--- src/rtl/core/dts_pkg.sv ---
// ----------------------------------------------------------------------------
// dts_pkg
// Shared token codes, character constants and keyword tables for the
// description-language token scanner.
// ----------------------------------------------------------------------------
package dts_pkg;

    // Table sizes
    localparam int KwCount    = 5;
    localparam int KwMax      = 8;
    localparam int PunctCount = 9;

    // Output field widths
    localparam int START_W = 24;
    localparam int LEN_W   = 16;
    localparam int LINE_W  = 16;

    // Token kinds
    localparam logic [4:0] KIND_IDENT      = 5'd0;
    localparam logic [4:0] KIND_NUMBER     = 5'd6;
    localparam logic [4:0] KIND_STRING     = 5'd7;
    localparam logic [4:0] KIND_PUNCT_BASE = 5'd8;
    localparam logic [4:0] KIND_ARROW      = 5'd17;
    localparam logic [4:0] KIND_EOF        = 5'd18;
    localparam logic [4:0] KIND_ERROR      = 5'd19;

    // Error kinds
    localparam logic [1:0] ERR_NONE    = 2'd0;
    localparam logic [1:0] ERR_UNTERM  = 2'd1;
    localparam logic [1:0] ERR_ARROW   = 2'd2;
    localparam logic [1:0] ERR_UNEXPEC = 2'd3;

    // Characters with a meaning of their own
    localparam logic [7:0] CH_NUL   = 8'h00;
    localparam logic [7:0] CH_TAB   = 8'h09;
    localparam logic [7:0] CH_LF    = 8'h0A;
    localparam logic [7:0] CH_CR    = 8'h0D;
    localparam logic [7:0] CH_SPACE = 8'h20;
    localparam logic [7:0] CH_QUOTE = 8'h22;
    localparam logic [7:0] CH_HASH  = 8'h23;
    localparam logic [7:0] CH_DASH  = 8'h2D;
    localparam logic [7:0] CH_DOT   = 8'h2E;
    localparam logic [7:0] CH_GT    = 8'h3E;
    localparam logic [7:0] CH_UNDER = 8'h5F;

    // Keyword spellings, zero padded, and their lengths
    localparam logic [7:0] KW_TEXT [KwCount][KwMax] = '{
        '{"d", "e", "f", "i", "n", "e", 8'h00, 8'h00},
        '{"e", "n", "u", "m", 8'h00, 8'h00, 8'h00, 8'h00},
        '{"g", "e", "n", "e", "r", "a", "t", "e"},
        '{"i", "n", "c", "l", "u", "d", "e", 8'h00},
        '{"s", "t", "r", "i", "n", "g", "s", 8'h00}
    };
    localparam logic [3:0] KW_LEN [KwCount] = '{4'd6, 4'd4, 4'd8, 4'd7, 4'd7};

    // Single-character punctuators, in kind order
    localparam logic [7:0] PUNCT [PunctCount] = '{
        ":", ",", "*", "(", ")", "{", "}", "[", "]"
    };

    // One result word
    typedef struct packed {
        logic [4:0]        kind;
        logic [1:0]        err;
        logic [START_W-1:0] start;
        logic [LEN_W-1:0]  len;
        logic [LINE_W-1:0] line;
        logic              last;
    } token_t;

endpackage

--- src/rtl/core/dsl_token_scanner_unit.sv ---
// ----------------------------------------------------------------------------
// dsl_token_scanner_unit
// Streaming lexical scanner: one source byte in per word, tokens out.
// ----------------------------------------------------------------------------
// Takes one source byte per cycle while source_stall is low; the token words
// that an accepted byte closes pass through the burst buffer, then the output
// register. Most bytes close at most one token and stream at one byte per
// cycle. A byte that closes two or three tokens at once (a number ending in a
// bare '.', or a token followed directly by a punctuator, error or end of
// source) loads a three-entry burst buffer, and source_stall stays high while
// the output register drains it one word per cycle, unless token_stall holds
// it. Byte 0 ends the source, emits the end-of-source token, and the scanner
// restarts at offset 0, line 1.
// ----------------------------------------------------------------------------
module dsl_token_scanner_unit #(
    parameter int OFFSET_BITS   = 24,
    parameter int LINE_BITS     = 16,
    parameter int KEYWORD_CHARS = 8
) (
    input  logic        clk,
    input  logic        rst_n,
    input  logic        source_valid,
    output logic        source_stall,
    input  logic [7:0]  source_byte,
    output logic        token_valid,
    input  logic        token_stall,
    output logic [4:0]  token_kind,
    output logic [1:0]  error_kind,
    output logic [23:0] start_offset,
    output logic [15:0] token_length,
    output logic [15:0] line_number,
    output logic        last_of_run
);

    localparam int OB  = OFFSET_BITS;
    localparam int LB  = LINE_BITS;
    localparam int KC  = KEYWORD_CHARS;
    localparam int WLW = $clog2(KC + 1);
    localparam int SW  = (OB > dts_pkg::START_W) ? OB : dts_pkg::START_W;
    localparam int DW  = (OB > dts_pkg::LEN_W) ? OB : dts_pkg::LEN_W;
    localparam int LW  = (LB > dts_pkg::LINE_W) ? LB : dts_pkg::LINE_W;

    typedef enum logic [2:0] {
        MODE_IDLE,
        MODE_COMMENT,
        MODE_IDENT,
        MODE_INT,
        MODE_DOT,
        MODE_FRAC,
        MODE_STRING,
        MODE_DASH
    } mode_t;

    // Scanner state
    mode_t               mode_reg, mode_next;
    logic [OB-1:0]       off_reg, off_next;
    logic [OB-1:0]       tstart_reg, tstart_next;
    logic [LB-1:0]       line_reg, line_next;
    logic [WLW-1:0]      wlen_reg, wlen_next;
    logic [7:0]          word_reg [KC];

    // Burst buffer and output register
    dts_pkg::token_t     slot_reg [3];
    logic [1:0]          slot_cnt_reg;
    dts_pkg::token_t     out_reg;
    logic                out_valid_reg;

    // Combinational results
    dts_pkg::token_t     new_slot [3];
    logic [1:0]          new_cnt;
    logic                accept, load, can_take;

    logic [7:0]          c;
    logic                c_alpha, c_digit;
    logic [OB-1:0]       d0, dm1, dp1, dot_off;
    logic [4:0]          word_kind;
    logic [dts_pkg::LINE_W-1:0] line_out;

    logic                take_idle, eof;
    logic                idle_valid, prim_valid, dot_valid;
    dts_pkg::token_t     idle_tok, prim_tok, dot_tok;
    mode_t               idle_mode;
    logic                word_start, word_append;

    // Offset to output start field
    function automatic logic [dts_pkg::START_W-1:0] to_start(input logic [OB-1:0] x);
        logic [SW-1:0] w;
        w = SW'(x);
        return w[dts_pkg::START_W-1:0];
    endfunction

    // Wrapped distance to saturated length field
    function automatic logic [dts_pkg::LEN_W-1:0] to_len(input logic [OB-1:0] x);
        logic [DW-1:0] w;
        w = DW'(x);
        if (w > DW'(16'hFFFF))
            return 16'hFFFF;
        return w[dts_pkg::LEN_W-1:0];
    endfunction

    always_comb
    begin
        logic [LW-1:0] lw;
        lw = LW'(line_reg);
        line_out = lw[dts_pkg::LINE_W-1:0];
    end

    // Character classes and spans
    assign c       = source_byte;
    assign c_alpha = (c >= "a" && c <= "z") || (c >= "A" && c <= "Z")
                     || c == dts_pkg::CH_UNDER;
    assign c_digit = (c >= "0" && c <= "9");
    assign d0      = off_reg - tstart_reg;
    assign dm1     = d0 - OB'(1);
    assign dp1     = d0 + OB'(1);
    assign dot_off = off_reg - OB'(1);

    // Keyword match on the open identifier
    always_comb
    begin
        logic hit;
        logic found;
        word_kind = dts_pkg::KIND_IDENT;
        found     = 1'b0;
        for (int k = 0; k < dts_pkg::KwCount; k++)
        begin
            hit = (d0 == OB'(dts_pkg::KW_LEN[k]))
                  && (wlen_reg >= WLW'(dts_pkg::KW_LEN[k]));
            for (int i = 0; i < dts_pkg::KwMax; i++)
            begin
                if (i < int'(dts_pkg::KW_LEN[k]) && word_reg[i] != dts_pkg::KW_TEXT[k][i])
                    hit = 1'b0;
            end
            if (hit && !found)
            begin
                word_kind = 5'(k + 1);
                found     = 1'b1;
            end
        end
    end

    // Byte taken in between tokens
    always_comb
    begin
        idle_valid     = 1'b0;
        idle_mode      = MODE_IDLE;
        idle_tok       = '0;
        idle_tok.start = to_start(off_reg);
        idle_tok.line  = line_out;
        idle_tok.len   = 16'd1;
        priority if (c == dts_pkg::CH_NUL)
        begin
            idle_valid    = 1'b1;
            idle_tok.kind = dts_pkg::KIND_EOF;
            idle_tok.len  = '0;
        end
        else if (c == dts_pkg::CH_LF || c == dts_pkg::CH_SPACE || c == dts_pkg::CH_CR
                 || c == dts_pkg::CH_TAB)
            idle_mode = MODE_IDLE;
        else if (c == dts_pkg::CH_HASH)
            idle_mode = MODE_COMMENT;
        else if (c_alpha)
            idle_mode = MODE_IDENT;
        else if (c_digit)
            idle_mode = MODE_INT;
        else if (c == dts_pkg::CH_DASH)
            idle_mode = MODE_DASH;
        else if (c == dts_pkg::CH_QUOTE)
            idle_mode = MODE_STRING;
        else
        begin
            idle_valid    = 1'b1;
            idle_tok.kind = dts_pkg::KIND_ERROR;
            idle_tok.err  = dts_pkg::ERR_UNEXPEC;
            for (int k = 0; k < dts_pkg::PunctCount; k++)
            begin
                if (c == dts_pkg::PUNCT[k])
                begin
                    idle_tok.kind = dts_pkg::KIND_PUNCT_BASE + 5'(k);
                    idle_tok.err  = dts_pkg::ERR_NONE;
                end
            end
        end
    end

    // Token closed by this byte in the current mode
    always_comb
    begin
        take_idle      = 1'b0;
        prim_valid     = 1'b0;
        dot_valid      = 1'b0;
        mode_next      = mode_reg;
        word_append    = 1'b0;
        prim_tok       = '0;
        prim_tok.start = to_start(tstart_reg);
        prim_tok.line  = line_out;
        prim_tok.len   = to_len(d0);
        dot_tok        = '0;
        dot_tok.kind   = dts_pkg::KIND_ERROR;
        dot_tok.err    = dts_pkg::ERR_UNEXPEC;
        dot_tok.start  = to_start(dot_off);
        dot_tok.len    = 16'd1;
        dot_tok.line   = line_out;
        unique case (mode_reg)
            MODE_IDLE:
                take_idle = 1'b1;
            MODE_COMMENT:
                take_idle = (c == dts_pkg::CH_NUL || c == dts_pkg::CH_LF);
            MODE_IDENT:
            begin
                if (c_alpha || c_digit)
                    word_append = (wlen_reg < WLW'(KC));
                else
                begin
                    prim_valid    = 1'b1;
                    prim_tok.kind = word_kind;
                    take_idle     = 1'b1;
                end
            end
            MODE_INT:
            begin
                if (c == dts_pkg::CH_DOT)
                    mode_next = MODE_DOT;
                else if (!c_digit)
                begin
                    prim_valid    = 1'b1;
                    prim_tok.kind = dts_pkg::KIND_NUMBER;
                    take_idle     = 1'b1;
                end
            end
            MODE_DOT:
            begin
                if (c_digit)
                    mode_next = MODE_FRAC;
                else
                begin
                    prim_valid    = 1'b1;
                    prim_tok.kind = dts_pkg::KIND_NUMBER;
                    prim_tok.len  = to_len(dm1);
                    dot_valid     = 1'b1;
                    take_idle     = 1'b1;
                end
            end
            MODE_FRAC:
            begin
                if (!c_digit)
                begin
                    prim_valid    = 1'b1;
                    prim_tok.kind = dts_pkg::KIND_NUMBER;
                    take_idle     = 1'b1;
                end
            end
            MODE_STRING:
            begin
                if (c == dts_pkg::CH_QUOTE)
                begin
                    prim_valid    = 1'b1;
                    prim_tok.kind = dts_pkg::KIND_STRING;
                    prim_tok.len  = to_len(dp1);
                    mode_next     = MODE_IDLE;
                end
                else if (c == dts_pkg::CH_NUL || c == dts_pkg::CH_LF)
                begin
                    prim_valid    = 1'b1;
                    prim_tok.kind = dts_pkg::KIND_ERROR;
                    prim_tok.err  = dts_pkg::ERR_UNTERM;
                    take_idle     = 1'b1;
                end
            end
            MODE_DASH:
            begin
                prim_valid = 1'b1;
                if (c == dts_pkg::CH_GT)
                begin
                    prim_tok.kind = dts_pkg::KIND_ARROW;
                    prim_tok.len  = 16'd2;
                    mode_next     = MODE_IDLE;
                end
                else
                begin
                    prim_tok.kind = dts_pkg::KIND_ERROR;
                    prim_tok.err  = dts_pkg::ERR_ARROW;
                    prim_tok.len  = 16'd1;
                    take_idle     = 1'b1;
                end
            end
            default:
                take_idle = 1'b1;
        endcase
        if (take_idle)
            mode_next = idle_mode;
    end

    // Next state of the counters
    assign eof        = take_idle && (c == dts_pkg::CH_NUL);
    assign word_start = take_idle && c_alpha;

    always_comb
    begin
        off_next    = off_reg + OB'(1);
        tstart_next = take_idle ? off_reg : tstart_reg;
        line_next   = line_reg;
        wlen_next   = wlen_reg;
        if (take_idle && c == dts_pkg::CH_LF && line_reg != '1)
            line_next = line_reg + LB'(1);
        if (word_append)
            wlen_next = wlen_reg + WLW'(1);
        else if (word_start)
            wlen_next = WLW'(1);
        if (eof)
        begin
            off_next    = '0;
            tstart_next = '0;
            line_next   = LB'(1);
            wlen_next   = '0;
        end
    end

    // Pack the tokens of this byte in order
    always_comb
    begin
        new_cnt     = 2'(prim_valid) + 2'(dot_valid) + 2'(take_idle && idle_valid);
        new_slot[0] = prim_valid ? prim_tok : idle_tok;
        new_slot[1] = dot_valid ? dot_tok : idle_tok;
        new_slot[2] = idle_tok;
        for (int i = 0; i < 3; i++)
            new_slot[i].last = (new_cnt == 2'(i + 1));
    end

    // Handshake
    assign load         = (slot_cnt_reg != 2'd0) && (!out_valid_reg || !token_stall);
    assign can_take     = (slot_cnt_reg == 2'd0) || (slot_cnt_reg == 2'd1 && load);
    assign source_stall = !can_take;
    assign accept       = source_valid && can_take;

    // State, burst buffer and output register
    always_ff @(posedge clk or negedge rst_n)
    begin
        if (!rst_n)
        begin
            mode_reg      <= MODE_IDLE;
            off_reg       <= '0;
            tstart_reg    <= '0;
            line_reg      <= LB'(1);
            wlen_reg      <= '0;
            slot_cnt_reg  <= 2'd0;
            slot_reg      <= '{default: '0};
            out_valid_reg <= 1'b0;
            out_reg       <= '0;
        end
        else
        begin
            if (accept)
            begin
                mode_reg   <= eof ? MODE_IDLE : mode_next;
                off_reg    <= off_next;
                tstart_reg <= tstart_next;
                line_reg   <= line_next;
                wlen_reg   <= wlen_next;
            end
            if (accept)
            begin
                slot_reg     <= new_slot;
                slot_cnt_reg <= new_cnt;
            end
            else if (load)
            begin
                slot_reg[0]  <= slot_reg[1];
                slot_reg[1]  <= slot_reg[2];
                slot_cnt_reg <= slot_cnt_reg - 2'd1;
            end
            if (!out_valid_reg || !token_stall)
            begin
                out_valid_reg <= load;
                out_reg       <= slot_reg[0];
            end
        end
    end

    // Identifier character store
    always_ff @(posedge clk)
    begin
        if (accept)
        begin
            for (int i = 0; i < KC; i++)
            begin
                if ((word_append && wlen_reg == WLW'(i)) || (word_start && i == 0))
                    word_reg[i] <= c;
            end
        end
    end

    // Output ports
    assign token_valid  = out_valid_reg;
    assign token_kind   = out_reg.kind;
    assign error_kind   = out_reg.err;
    assign start_offset = out_reg.start;
    assign token_length = out_reg.len;
    assign line_number  = out_reg.line;
    assign last_of_run  = out_reg.last;

endmodule

--- config.mk ---
export PLATFORM = sky130hd
export DESIGN_NAME = dsl_token_scanner_unit
export DESIGN_NICKNAME = d
export VERILOG_FILES = /design/src/rtl/core/dts_pkg.sv /design/src/rtl/core/dsl_token_scanner_unit.sv
export SDC_FILE = /design/constraint.sdc
export NUM_CORES = 1
export LEC_CHECK = 0
export BUFFER_PORTS_ARGS = -buffer_cell sky130_fd_sc_hd__clkbuf_2
export CAP_MARGIN = 5
export CORE_ASPECT_RATIO = 0.6
export CORE_MARGIN = 5
export CORE_UTILIZATION = 55
export CTS_BUF_LIST = sky130_fd_sc_hd__clkbuf_16
export DETAILED_ROUTE_END_ITERATION = 6
export GPL_ROUTABILITY_DRIVEN = 0
export PLACE_DENSITY = 0.79
export SYNTH_ARGS = -nofsm -noshare
export SYNTH_HDL_FRONTEND = slang
export SYNTH_SLANG_ARGS = --single-unit
--- constraint.sdc ---
create_clock -name clk -period 12.8 [get_ports clk]
set_input_delay 0 -clock clk [delete_from_list [all_inputs] [get_ports clk]]
set_output_delay 0 -clock clk [all_outputs]
set_load 0.005 [all_outputs]
==> impl_metrics.yaml <==
setup_path:
  timing.reg2reg.setup_slack_ns: 7.16
  critPathArrivalTime_ns: 6.09
  cp-endpoint: "slot_reg[146]$_DFFE_PN0P_"
  timing.critical_path.required_ns: 13.25
  timing.rr.end: "slot_reg[146]$_DFFE_PN0P_"
  critical_path_peak_fanout: 14
  timing.setup.critical_path_class: "reg -> reg"
  rr_worst_depth: 14
  endpoint_kind: "flip-flop"
  worstReg2RegStart: "off_reg[0]$_DFFE_PN0P_"
  element_type_at_the_critical_path_start: "flip-flop"
  critical_path.startpoint: "off_reg[0]$_DFFE_PN0P_"
cells_and_area:
  num_antenna_cells: 0
  final_net_count: 2101
  number_of_flip_flops_in_the_largest_register: 160
  fin_area_sq_mm: 0.0210
  drive_gt1_share_pct: 12.3
  synthToLayoutAreaGrowth_pct: 8.91
sta:
  final.setup_skew_ns: 0.0204
  timing.slew.headroom_pct: 28.5
  worstMarginPinSlew_ns: 1.07
  finalHoldViolCount: 0
  grt_setup_unrepaired: "no"
  fin_tns_setup_ns: 0
  setup-violations-final: 0
  final_min_period_over_clock_period_pct: 44.1
  timing_max_transition_violations_final: 0
  fin_crit_ns: 5.64
  max_clock_freq_mhz: 177
floorplan:
  dieArea_sq_mm: 0.0390
  num_io_pins: 78
  die_y_um: 155
  initial_core_util_pct: 55.3
  die_w_um: 252
  design.core.area_sq_mm: 0.0348
  placementRows: 53
pwr:
  switchingPower_mw: 2.07
  netSwitchingFraction_pct: 42.7
  seq_power_share_pct: 34.2
  power.density_cell_area_mw_per_mm2: 231
  cell_internal_pwr_mw: 2.78
  power.combinational.fraction_pct: 46.5
  vdd.ir_drop.worst_mv: 0.172
  leakage_nw: 9.21
  clock_power_share_pct: 19.2
clocking:
  post_cts_resized: 0
  worst_skew_pair.late_latency_ns: 0.54
  clkSlewWorstSetupHoldPaths_ns: 0.07
  cts_root_buf: "sky130_fd_sc_hd__clkbuf_16"
  clk_path_buf_depth: 3
  cts_inserted_buffers: 34
  clock_sink_count: 362
  htree_num_levels: 2
  cts_post_setup_buffers_inserted: 0
  cts_tree: "built"
grt:
  global_route_wire_length_before_repair_um: 81200
  first_global_vias: 15200
  tot_gr_track_use_pct: 25.2
  grt_overflow: 0
  antenna_violations_before_repair: 0
  maximum_number_of_pins_on_one_net_before_global_route_repair: 186
route:
  route.detailed.wl_per_inst_um: 19.9
  drt_first_iter_violations: 2306
  drtPass1Iterations: 6
  via_count_of_the_routed_design: 16200
  finalWirelength_um: 50500
  detail-route-antenna-nets: 0
  number_of_remaining_drc_errors: 0
  route.detailed.vias_per_inst: 6.36
logic_synthesis:
  synthesis.nets: 2093
  synth_top_area_cell: "sky130_fd_sc_hd__dfrtp_1"
  avgSynthCellArea_sq_um: 9.43
  synth.top_cell.area_share_pct: 38.6
  async_flop_share_pct: 82.3
  ys_warn_count: 0
  yosysSeqAreaShare_pct: 48.7
  post_synth_most_frequent_cells: "sky130_fd_sc_hd__nand2_1 (381), sky130_fd_sc_hd__dfrtp_1 (297), sky130_fd_sc_hd__nor2_1 (155)"
  ys_seq_elements: 362
  number_of_synthesized_flops_with_an_enable_pin: 64
  yosys.cell_count.top_type: "sky130_fd_sc_hd__nand2_1"
  synthesis.area_sq_mm: 0.0193
  synth_cell_types: 89
  synthCells: 2043
  dominantRegCellSynth: "sky130_fd_sc_hd__dfrtp_1"
  netlist_top_cells_area: "sky130_fd_sc_hd__dfrtp_1 (39%), sky130_fd_sc_hd__edfxtp_1 (10%), sky130_fd_sc_hd__nand2_1 (7.4%)"
hold_path:
  hold_path_class: "in -> reg"
run_status:
  run_status: "finished clean"
run:
  drv.max_cap_violation_count: 0
placement:
  placedInstanceArea_sq_mm: 0.0199
  dp_hpwl_um: 34500
  place.port_buffers: 77
[per-layer routing]
| layer | GRT usage [%] | part of all wire (%) |
|---|---|---|
| met5 | 0 | 0 |
| met3 | 6.32 | 10 |
| met2 | 37.6 | 43 |
| met1 | 37.2 | 44 |
| met4 | 6.54 | 2.3 |
[worst min-delay path by stage]
stage / slack [ns] / startpoint / cells after the start / end
floorplan: -0.30 / rst_n / 0 / error_kind[0]$_DFFE_PN0N_
global placement: 0.13 / rst_n / 1 / line_number[13]$_DFFE_PN0N_
detailed placement: 0.13 / rst_n / 1 / line_number[10]$_DFFE_PN0N_
CTS: 0.0007 / source_byte[2] / 1 / word_reg[0][2]$_DFFE_PP_
global route: 0.02 / source_byte[2] / 1 / word_reg[1][26]$_DFFE_PP_
finish: 0.02 / source_byte[2] / 1 / word_reg[0][2]$_DFFE_PP_
[what timing repair did]
action,in CTS,in global routing
endpoints found under the setup margin,0,0
hold buffers,6,0
hold endpoints to repair,140,0
[power groups by stage]
stage	clock [mW]	sequential, mW	combinational [mW]
after CTS	0.946	1.66	2.20
after detailed placement	0	1.68	2.19
after global routing	0.995	1.70	2.44
after global placement	0	1.66	2.13
after floorplan	0	1.61	1.60
final	0.934	1.66	2.26
[worst max-delay path, stage by stage (launching register included)]
cell	delay, ns
sky130_fd_sc_hd__dfrtp_1	0.45
sky130_fd_sc_hd__inv_1	0.18
sky130_fd_sc_hd__ha_1	0.20
sky130_fd_sc_hd__inv_1	0.06
sky130_fd_sc_hd__fa_1	0.40
sky130_fd_sc_hd__xnor2_1	0.34
sky130_fd_sc_hd__or3_1	0.45
sky130_fd_sc_hd__nor4bb_1	0.62
sky130_fd_sc_hd__nor4b_1	0.69
sky130_fd_sc_hd__nand2_1	0.29
sky130_fd_sc_hd__or3_1	0.49
sky130_fd_sc_hd__o21ba_2	0.26
sky130_fd_sc_hd__o211ai_2	0.71
sky130_fd_sc_hd__nor4_1	0.16
sky130_fd_sc_hd__a211oi_1	0.25
[layout by cell type (no fill, tap or decap), drive strengths merged, types with 10 or more instances in the layout]
master,netlist,routed
o211ai,21,21
inv,46,62
xnor2,36,36
nand2b,24,24
nand4,34,34
clkbuf,102,110
o31a,10,10
nor2,156,156
mux2,66,66
nor2b,11,11
a22o,25,25
xor2,49,49
nand2,381,381
nand3,64,64
nor3,42,42
clkinv,1,12
buf,31,23
or3,20,20
and3,51,51
o21a,14,14
a31oi,69,69
mux2i,21,21
o31ai,10,10
a211oi,17,17
nor4,20,20
a21oi,84,84
dfrtp,297,297
or4,12,12
and2,14,14
o21ai,81,81
edfxtp,64,64
o221ai,11,11
or2,12,12
ha,36,36
[logic make-up after synthesis]
kind of cell	Yosys count	synth area share, %
and+or+nand+nor	874	21.3
AOI/OAI and AO/OA	417	14.9
DFF	362	48.7
buffers and inverters	180	3.72
muxes	87	4.95
xor gates and xnor gates	85	3.86
adders and majority gates	38	2.55
[per-stage QoR]
step	setup WS, ns	instances	total power [mW]	hold WS, ns	util [%]
floorplan	8.33	2043	3.21	-0.296	-
detailed placement	7.37	2476	3.87	0.135	57.3
global placement	7.57	2476	3.79	0.133	57.3
global route	6.86	2543	5.13	0.0248	60.3
CTS	7.33	2543	4.81	0.000673	60.3
finish	7.16	2543	4.86	0.0227	60.3
[layout make-up]
class                      count  area [sq um]
clock buffer                  34           851
clock inverter                27           136
fill                        2851         13800
inverter                      47           176
multi-input combinational   1501          9220
sequential                   362          9380
tap                          467           584
timing repair buffer         105           633
Power figures use the tool's default switching activity.
